[config.mk]
export PLATFORM = sky130hd
export DESIGN_NAME = rc4_stream_cipher_top
export DESIGN_NICKNAME = d
export VERILOG_FILES = /design/src/hdl/rc4sc_pkg.sv /design/src/hdl/rc4_stream_cipher_top.sv /design/src/hdl/rc4sc_table.sv /design/src/hdl/rc4sc_cfg.sv /design/src/hdl/rc4sc_ctrl.sv
export SDC_FILE = /design/constraint.sdc
export NUM_CORES = 2
export LEC_CHECK = 0
export ABC_AREA = 1
export BUFFER_PORTS_ARGS = -buffer_cell sky130_fd_sc_hd__buf_2
export CORE_ASPECT_RATIO = 1.4
export CORE_MARGIN = 3
export CORE_UTILIZATION = 40
export DETAILED_ROUTE_END_ITERATION = 6
export GPL_TIMING_DRIVEN = 0
export PLACE_DENSITY = 0.55
export REMOVE_ABC_BUFFERS = 1
export SETUP_SLACK_MARGIN = 0.4
export SLEW_MARGIN = 15
export SYNTH_ARGS = -nofsm -noshare
export SYNTH_HDL_FRONTEND = slang
export SYNTH_HIERARCHICAL = 1
export SYNTH_SLANG_ARGS = --single-unit
[constraint.sdc]
create_clock -name i_clk -period 16.2 [get_ports i_clk]
set_clock_uncertainty 0.1 [all_clocks]
set_input_delay 3.24 -clock i_clk [delete_from_list [all_inputs] [get_ports i_clk]]
set_output_delay 3.24 -clock i_clk [all_outputs]
set_load 0.02 [all_outputs]
[src/hdl/rc4sc_pkg.sv]
// Shared types and constants for the RC4 stream cipher engine.
`timescale 1ns / 1ps

package rc4sc_pkg;

    // Table and key geometry
    localparam int TABLE_SIZE    = 256;
    localparam int MAX_KEY_BYTES = 32;
    localparam int KEY_WORDS     = 4;
    localparam int BYTE_W        = 8;
    localparam int KEY_LEN_W     = 6;
    localparam int KEY_IDX_W     = 5;
    localparam int WORD_W        = 64;
    localparam int CFG_IDX_W     = 3;

    // Configuration register indexes
    localparam logic [CFG_IDX_W-1:0] REG_KEY_LENGTH = 3'd0;
    localparam logic [CFG_IDX_W-1:0] REG_KEY_WORD_0 = 3'd1;
    localparam logic [CFG_IDX_W-1:0] REG_KEY_WORD_1 = 3'd2;
    localparam logic [CFG_IDX_W-1:0] REG_KEY_WORD_2 = 3'd3;
    localparam logic [CFG_IDX_W-1:0] REG_KEY_WORD_3 = 3'd4;

    // Item modes
    localparam logic MODE_REKEY = 1'b0;
    localparam logic MODE_CRYPT = 1'b1;

    // Input item
    typedef struct packed {
        logic              mode;
        logic [BYTE_W-1:0] data_in;
    } t_in;

    // Result item
    typedef struct packed {
        logic [BYTE_W-1:0] data_out;
        logic              rekey_done;
    } t_out;

    // Permutation table access, one write and one read port
    typedef struct packed {
        logic              we;
        logic [BYTE_W-1:0] waddr;
        logic [BYTE_W-1:0] wdata;
        logic [BYTE_W-1:0] raddr;
    } t_mem_req;

endpackage

[src/hdl/rc4_stream_cipher_top.sv]
// RC4 engine top level: one item at a time through a shared 8-bit table sequencer.
// Crypt: S_C_RJ, S_C_WI, S_C_WJ, then S_OUT hands the result to the output register;
//   the next item is taken only once that handover is done.
// Rekey: a table fill sweep, then S_K_RN, S_K_RJ, S_K_WN, S_K_WJ per entry, split so
//   the single read and write port suffice; a zero key length only clears the table.
// Reset (i_rst_n low, synchronous) clears indices and registers, then a clearing pass
//   zeroes the table while o_in_stall stays high.
`timescale 1ns / 1ps

module rc4_stream_cipher_top (
    input  logic                                i_clk,
    input  logic                                i_rst_n,
    input  logic                                i_in_valid,
    output logic                                o_in_stall,
    input  rc4sc_pkg::t_in                      i_in_data,
    output logic                                o_out_valid,
    input  logic                                i_out_stall,
    output rc4sc_pkg::t_out                     o_out_data,
    input  logic                                i_cfg_valid,
    output logic                                o_cfg_ready,
    input  logic [rc4sc_pkg::CFG_IDX_W-1:0]     i_cfg_index,
    input  logic [rc4sc_pkg::WORD_W-1:0]        i_cfg_data
);
    import rc4sc_pkg::*;

    logic [KEY_IDX_W-1:0] key_idx;
    logic [BYTE_W-1:0]    key_byte;
    logic [KEY_LEN_W-1:0] key_len;
    t_mem_req             mem_req;
    logic [BYTE_W-1:0]    mem_rdata;

    // Configuration registers
    rc4sc_cfg u_cfg (
        .i_clk       (i_clk),
        .i_rst_n     (i_rst_n),
        .i_cfg_valid (i_cfg_valid),
        .o_cfg_ready (o_cfg_ready),
        .i_cfg_index (i_cfg_index),
        .i_cfg_data  (i_cfg_data),
        .i_key_idx   (key_idx),
        .o_key_byte  (key_byte),
        .o_key_len   (key_len)
    );

    // Sequencer
    rc4sc_ctrl u_ctrl (
        .i_clk       (i_clk),
        .i_rst_n     (i_rst_n),
        .i_in_valid  (i_in_valid),
        .o_in_stall  (o_in_stall),
        .i_in_data   (i_in_data),
        .o_out_valid (o_out_valid),
        .i_out_stall (i_out_stall),
        .o_out_data  (o_out_data),
        .i_key_len   (key_len),
        .i_key_byte  (key_byte),
        .o_key_idx   (key_idx),
        .o_mem_req   (mem_req),
        .i_mem_rdata (mem_rdata)
    );

    // Permutation table
    rc4sc_table u_table (
        .i_clk   (i_clk),
        .i_req   (mem_req),
        .o_rdata (mem_rdata)
    );

endmodule

[src/hdl/rc4sc_table.sv]
// Permutation table memory: 256 x 8, one write port, one registered read port.
`timescale 1ns / 1ps

module rc4sc_table (
    input  logic                                i_clk,
    input  rc4sc_pkg::t_mem_req                 i_req,
    output logic [rc4sc_pkg::BYTE_W-1:0]        o_rdata
);
    import rc4sc_pkg::*;

    logic [BYTE_W-1:0] r_mem [TABLE_SIZE];
    logic [BYTE_W-1:0] r_rdata;

    // Write first-port data, register the read (old data on same-address access)
    always_ff @(posedge i_clk) begin
        if (i_req.we) begin
            r_mem[i_req.waddr] <= i_req.wdata;
        end
        r_rdata <= r_mem[i_req.raddr];
    end

    assign o_rdata = r_rdata;

endmodule

[src/hdl/rc4sc_cfg.sv]
// Configuration registers: key length and key words, key byte selection.
`timescale 1ns / 1ps

module rc4sc_cfg (
    input  logic                                 i_clk,
    input  logic                                 i_rst_n,
    input  logic                                 i_cfg_valid,
    output logic                                 o_cfg_ready,
    input  logic [rc4sc_pkg::CFG_IDX_W-1:0]      i_cfg_index,
    input  logic [rc4sc_pkg::WORD_W-1:0]         i_cfg_data,
    input  logic [rc4sc_pkg::KEY_IDX_W-1:0]      i_key_idx,
    output logic [rc4sc_pkg::BYTE_W-1:0]         o_key_byte,
    output logic [rc4sc_pkg::KEY_LEN_W-1:0]      o_key_len
);
    import rc4sc_pkg::*;

    logic [KEY_LEN_W-1:0]            r_key_len;
    logic [KEY_WORDS-1:0][WORD_W-1:0] r_key_word;

    // Register writes; unknown indexes are dropped
    always_ff @(posedge i_clk) begin
        if (!i_rst_n) begin
            r_key_len  <= '0;
            r_key_word <= '0;
        end else if (i_cfg_valid) begin
            unique case (i_cfg_index)
                REG_KEY_LENGTH: r_key_len     <= i_cfg_data[KEY_LEN_W-1:0];
                REG_KEY_WORD_0: r_key_word[0] <= i_cfg_data;
                REG_KEY_WORD_1: r_key_word[1] <= i_cfg_data;
                REG_KEY_WORD_2: r_key_word[2] <= i_cfg_data;
                REG_KEY_WORD_3: r_key_word[3] <= i_cfg_data;
                default: ;
            endcase
        end
    end

    assign o_cfg_ready = 1'b1;

    // Saturate the key length to the key buffer size
    assign o_key_len = (r_key_len > KEY_LEN_W'(MAX_KEY_BYTES)) ?
                       KEY_LEN_W'(MAX_KEY_BYTES) : r_key_len;

    // Pick key byte: word from the upper index bits, byte lane from the lower
    assign o_key_byte = r_key_word[i_key_idx[KEY_IDX_W-1:3]][i_key_idx[2:0]*BYTE_W +: BYTE_W];

endmodule

[src/hdl/rc4sc_ctrl.sv]
// Sequencer: table sweeps, key schedule, keystream steps and result register.
`timescale 1ns / 1ps

module rc4sc_ctrl (
    input  logic                                i_clk,
    input  logic                                i_rst_n,
    input  logic                                i_in_valid,
    output logic                                o_in_stall,
    input  rc4sc_pkg::t_in                      i_in_data,
    output logic                                o_out_valid,
    input  logic                                i_out_stall,
    output rc4sc_pkg::t_out                     o_out_data,
    input  logic [rc4sc_pkg::KEY_LEN_W-1:0]     i_key_len,
    input  logic [rc4sc_pkg::BYTE_W-1:0]        i_key_byte,
    output logic [rc4sc_pkg::KEY_IDX_W-1:0]     o_key_idx,
    output rc4sc_pkg::t_mem_req                 o_mem_req,
    input  logic [rc4sc_pkg::BYTE_W-1:0]        i_mem_rdata
);
    import rc4sc_pkg::*;

    localparam logic [3:0] S_IDLE = 4'd0;
    localparam logic [3:0] S_FILL = 4'd1;
    localparam logic [3:0] S_K_RN = 4'd2;
    localparam logic [3:0] S_K_RJ = 4'd3;
    localparam logic [3:0] S_K_WN = 4'd4;
    localparam logic [3:0] S_K_WJ = 4'd5;
    localparam logic [3:0] S_C_RJ = 4'd6;
    localparam logic [3:0] S_C_WI = 4'd7;
    localparam logic [3:0] S_C_WJ = 4'd8;
    localparam logic [3:0] S_OUT  = 4'd9;

    localparam logic [BYTE_W-1:0] LAST_ENTRY = BYTE_W'(TABLE_SIZE - 1);

    logic [3:0]           r_state, n_state;
    logic [BYTE_W-1:0]    r_n, n_n;
    logic [KEY_IDX_W-1:0] r_k, n_k;
    logic [BYTE_W-1:0]    r_i, n_i;
    logic [BYTE_W-1:0]    r_j, n_j;
    logic [BYTE_W-1:0]    r_si, n_si;
    logic [BYTE_W-1:0]    r_sj, n_sj;
    logic [BYTE_W-1:0]    r_t, n_t;
    logic [BYTE_W-1:0]    r_data, n_data;
    logic                 r_ident, n_ident;
    logic                 r_rekey, n_rekey;
    t_out                 r_res, n_res;
    t_out                 r_out, n_out;
    logic                 r_out_valid, n_out_valid;

    logic                 in_accept;
    logic [BYTE_W-1:0]    add_a;
    logic [BYTE_W-1:0]    add_k;
    logic [BYTE_W-1:0]    sum;
    logic [BYTE_W-1:0]    ks;
    logic [BYTE_W-1:0]    i_next;
    t_mem_req             req;

    assign in_accept  = i_in_valid && (r_state == S_IDLE);
    assign o_in_stall = (r_state != S_IDLE);
    assign i_next     = r_i + BYTE_W'(1);

    // Shared adder: index update, key schedule step and keystream address
    assign add_a = (r_state == S_C_WI) ? r_si : r_j;
    assign add_k = (r_state == S_K_RJ) ? i_key_byte : '0;
    assign sum   = add_a + i_mem_rdata + add_k;

    // Keystream byte after the swap: forward the entries just written
    assign ks = (r_t == r_j) ? r_si :
                (r_t == r_i) ? r_sj : i_mem_rdata;

    always_comb begin
        n_state     = r_state;
        n_n         = r_n;
        n_k         = r_k;
        n_i         = r_i;
        n_j         = r_j;
        n_si        = r_si;
        n_sj        = r_sj;
        n_t         = r_t;
        n_data      = r_data;
        n_ident     = r_ident;
        n_rekey     = r_rekey;
        n_res       = r_res;
        n_out       = r_out;
        n_out_valid = r_out_valid && i_out_stall;
        req         = '0;
        req.raddr   = r_n;

        unique case (r_state)
            S_IDLE: begin
                // Start a rekey sweep or the first keystream read
                req.raddr = i_next;
                if (in_accept) begin
                    n_data = i_in_data.data_in;
                    if (i_in_data.mode == MODE_REKEY) begin
                        n_rekey = 1'b1;
                        n_ident = (i_key_len != '0);
                        n_n     = '0;
                        n_k     = '0;
                        n_i     = '0;
                        n_j     = '0;
                        n_state = S_FILL;
                    end else begin
                        n_i     = i_next;
                        n_state = S_C_RJ;
                    end
                end
            end
            S_FILL: begin
                // Write identity or zero, one entry a cycle
                req.we    = 1'b1;
                req.waddr = r_n;
                req.wdata = r_ident ? r_n : '0;
                n_n       = r_n + BYTE_W'(1);
                if (r_n == LAST_ENTRY) begin
                    if (r_rekey && r_ident) begin
                        n_state = S_K_RN;
                    end else if (r_rekey) begin
                        n_res   = '{data_out: '0, rekey_done: 1'b1};
                        n_state = S_OUT;
                    end else begin
                        n_state = S_IDLE;
                    end
                end
            end
            S_K_RN: begin
                req.raddr = r_n;
                n_state   = S_K_RJ;
            end
            S_K_RJ: begin
                // j += S[n] + key byte; fetch S[j]
                n_si      = i_mem_rdata;
                n_j       = sum;
                req.raddr = sum;
                n_state   = S_K_WN;
            end
            S_K_WN: begin
                req.we    = 1'b1;
                req.waddr = r_n;
                req.wdata = i_mem_rdata;
                n_state   = S_K_WJ;
            end
            S_K_WJ: begin
                // Finish the swap, advance the table and key indexes
                req.we    = 1'b1;
                req.waddr = r_j;
                req.wdata = r_si;
                n_n       = r_n + BYTE_W'(1);
                n_k       = (({1'b0, r_k} + KEY_LEN_W'(1)) == i_key_len) ?
                            '0 : r_k + KEY_IDX_W'(1);
                if (r_n == LAST_ENTRY) begin
                    n_i     = '0;
                    n_j     = '0;
                    n_res   = '{data_out: '0, rekey_done: 1'b1};
                    n_state = S_OUT;
                end else begin
                    n_state = S_K_RN;
                end
            end
            S_C_RJ: begin
                // j += S[i]; fetch S[j]
                n_si      = i_mem_rdata;
                n_j       = sum;
                req.raddr = sum;
                n_state   = S_C_WI;
            end
            S_C_WI: begin
                // S[i] = S[j]; fetch S[S[i] + S[j]] from the pre-swap table
                n_sj      = i_mem_rdata;
                req.we    = 1'b1;
                req.waddr = r_i;
                req.wdata = i_mem_rdata;
                req.raddr = sum;
                n_t       = sum;
                n_state   = S_C_WJ;
            end
            S_C_WJ: begin
                req.we    = 1'b1;
                req.waddr = r_j;
                req.wdata = r_si;
                n_res     = '{data_out: r_data ^ ks, rekey_done: 1'b0};
                n_state   = S_OUT;
            end
            S_OUT: begin
                // Hand the result over once the output register is free
                if (!r_out_valid || !i_out_stall) begin
                    n_out       = r_res;
                    n_out_valid = 1'b1;
                    n_rekey     = 1'b0;
                    n_state     = S_IDLE;
                end
            end
            default: begin
                n_state = S_IDLE;
            end
        endcase
    end

    // Control state; reset starts the clearing sweep
    always_ff @(posedge i_clk) begin
        if (!i_rst_n) begin
            r_state     <= S_FILL;
            r_n         <= '0;
            r_k         <= '0;
            r_i         <= '0;
            r_j         <= '0;
            r_ident     <= 1'b0;
            r_rekey     <= 1'b0;
            r_out_valid <= 1'b0;
        end else begin
            r_state     <= n_state;
            r_n         <= n_n;
            r_k         <= n_k;
            r_i         <= n_i;
            r_j         <= n_j;
            r_ident     <= n_ident;
            r_rekey     <= n_rekey;
            r_out_valid <= n_out_valid;
        end
    end

    // Payload registers
    always_ff @(posedge i_clk) begin
        r_si   <= n_si;
        r_sj   <= n_sj;
        r_t    <= n_t;
        r_data <= n_data;
        r_res  <= n_res;
        r_out  <= n_out;
    end

    assign o_mem_req   = req;
    assign o_key_idx   = r_k;
    assign o_out_valid = r_out_valid;
    assign o_out_data  = r_out;

endmodule

==> results.tsv <==
metric	value	unit
wire per inst	21.92	um
Peak VDD IR	0.00008796	V
register area share after synthesis	68.90	%
Crit path max-delay family	buffers and inverters	
Buffers & Inverters on Critical Path	14	
via count	69270	
CP max-delay cell	buf_16	
RSZ-0062 raised after global routing	no	
Ports	93	
H-Tree Depth	4	
vias in the first global route	65970	
total core area	248400	um^2
Root Driver	clkbuf_16	
dpl cells	12380	
CTS tree	done	
clock-pin slew on the worst setup and hold paths	0.06	ns
Final setup viols	0	
clock tree sinks	2404	
CP max stage delay	0.60	ns
layout net count	9443	
largest area contributor in the netlist	edfxtp_1	
Final period util	59.02	%
Layout area overhead	12.83	%
Worst EP arrival	10.24	ns
setup TNS	0	ns
distinct cell type count after synthesis	48	
TritonRoute pass-1 iters	6	
CTS buffer count	230	
Rel. slew slack	19.33	%
Finished Layout Cells	12800	
fin crit period	9.561	ns
Post-synth top cells	2657 x nand2_1, 2261 x nand3_1, 2098 x edfxtp_1	
layout cells sized above 1	7.412	%
Mapped Cells	9405	
Post-Route WL	280.6	mm
top-area cell type share of the netlist area	62.79	%
worst-margin pin slew	1.206	ns
# hold bufs at CTS	0	
Main synth FF type	edfxtp_1	
Die X	429.3	um
Initial Util	40.40	%
syn avg cell area	10.67	um^2
RD Place Congestion	0.8495	
number of cell rows	216	
Port-buffer cells	91	
CP endpoint kind	register	
#FFs+latches synth	2404	
setup bufs post-CTS	0	
number of flops mapped to enable cells by yosys	2098	
Final Cell Area	113200	um^2
Yosys Warn Count	6	
Clk Latency, worst-skew pair	0.88	ns
first-pass GRT wire length	421.9	mm
Max Freq	104.6	MHz
final hold vios	0	
post-route ant nets	0	
Required @ worst endpoint	16.88	ns
setup ws final	6.639	ns
Pwr per Cell Area	112.2	nW/um^2
antenna violations before repair	10	
CP Class	reg2reg	
final max-slew violation count	0	
top cells by area, synth	edfxtp_1 63%, nand3_1 11%, nand2_1 9.9%	
leakage power	0.03983	uW
Resized cells post-CTS	0	
max capacitance violation total	0	
# DRC	0	
Via density	5.411	
clock tree buffer depth	4	
post-placement setup slack	6.846	ns
die area	257000	um^2
Worst setup SP type	register	
CP Max Fanout	209	
Netlist Area Pre-Place	100300	um^2
status	finished, final reports clean	
largest net degree at the start of global routing	210	
gr ovfl total	0	
Async SR Flop Fraction	0	%
leading cell type by number of instances after synthesis	nand2_1	
total track usage	21.31	%
placed inst area	106200	um^2
Die Y	598.6	um
dpl hpwl	178.5	mm
min-delay worst type	reg2reg	
DRT iter0 DRCs	6225	
[final cells by class]
| class | count | area (um^2) |
|---|---|---|
| multi-input combinational | 6157 | 27320 |
| inverter | 211 | 848.3 |
| clock buffer | 314 | 6203 |
| fill | 22640 | 135200 |
| timing repair buffer | 341 | 4818 |
| sequential | 2404 | 69140 |
| antenna | 7 | 17.52 |
| tap | 3270 | 4091 |
| clock inverter | 98 | 775.7 |
[placed cells by master (no fill, tap or decap), types with 8 or more instances in the layout]
master / synthesis / routed
clkinv_2: 0 / 28
inv_1: 198 / 194
clkbuf_8: 0 / 9
clkbuf_1: 154 / 73
nand2_1: 2657 / 2638
xor2_1: 8 / 8
nand4_1: 11 / 11
a21oi_1: 107 / 107
buf_6: 40 / 9
xnor2_1: 13 / 13
o21ai_1: 10 / 10
clkinv_1: 2 / 49
buf_16: 0 / 100
buf_4: 55 / 105
nor3_1: 9 / 8
clkbuf_16: 0 / 232
bufinv_16: 0 / 12
nand2_2: 3 / 19
o21ai_0: 286 / 286
nand3_1: 2261 / 2255
buf_12: 0 / 34
edfxtp_1: 2098 / 2098
fa_1: 8 / 8
buf_2: 320 / 90
ha_1: 9 / 9
dfxtp_1: 306 / 303
nor2_1: 717 / 714
[path summary, 6_finish.rpt]
check / from / endpoint / slack [ns] / cells past startpoint
max: u_ctrl/o_key_idx[3] / u_table/o_rdata[2] / 6.64 / 36
min: u_ctrl/r_res[2] / u_ctrl/o_out_data[2] / 0.30 / 0
max reg2reg: u_ctrl/o_key_idx[3] / u_table/o_rdata[2] / 6.64 / 36
min reg2reg: u_ctrl/r_res[2] / u_ctrl/o_out_data[2] / 0.30 / 0
[per-stage QoR]
stage,util [%],hold slack [ns],power [uW]
after floorplan,-,0.3003,7621
final,45.58,0.2999,12700
after global routing,45.58,0.3172,13150
after CTS,45.57,0.3001,12820
after global placement,40.89,0.3014,8114
after detailed placement,42.76,0.3056,7711
[sequential cells by signal, summed over array words and instances, names as in the netlist]
name,count
u_ctrl/r_j,8
u_ctrl/o_out_data,9
u_cfg/r_key_len,6
u_ctrl/r_rekey,1
u_ctrl/o_out_valid,1
u_ctrl/r_state,4
u_table/r_mem,2048
u_ctrl/r_i,8
u_ctrl/r_ident,1
u_table/o_rdata,8
u_ctrl/r_data,8
u_ctrl/r_sj,8
u_ctrl/r_si,8
u_ctrl/r_t,8
u_ctrl/r_res,9
u_ctrl/o_key_idx,5
u_cfg/r_key_word,256
u_ctrl/r_n,8
[metal layers]
layer / wire length [um] / share of wire (%) / up-vias / global-route usage [%]
met1: 113300 / 40 / 33890 / 27.46
met5: 55 / 0.020 / - / 0
met3: 16940 / 6.0 / 491 / 2.656
met2: 138400 / 49 / 2366 / 36.55
li1: - / - / 32520 / -
met4: 11910 / 4.2 / 8 / 8.591
[logic make-up (layout without fill, tap and decap cells)]
logic type	Yosys count	in the layout	synth area share, %
buffers and inverters	844	964	4.100
adder cells (fa/ha/maj)	17	17	0.2719
flip-flops	2404	2404	68.90
AO/OA/AOI/OAI	439	439	2.308
AND/OR/NAND/NOR	5679	5679	24.24
other	1	8	0.003738
XOR/XNOR	21	21	0.1833
[where the power goes]
part | internal, uW | switching, uW | total (uW)
clock | 2850 | 2270 | 5120
combinational | 267 | 621 | 889
sequential | 6670 | 22.3 | 6690
total | 9790 | 2910 | 12700
Note: power is estimated with default switching activity, not from simulation.
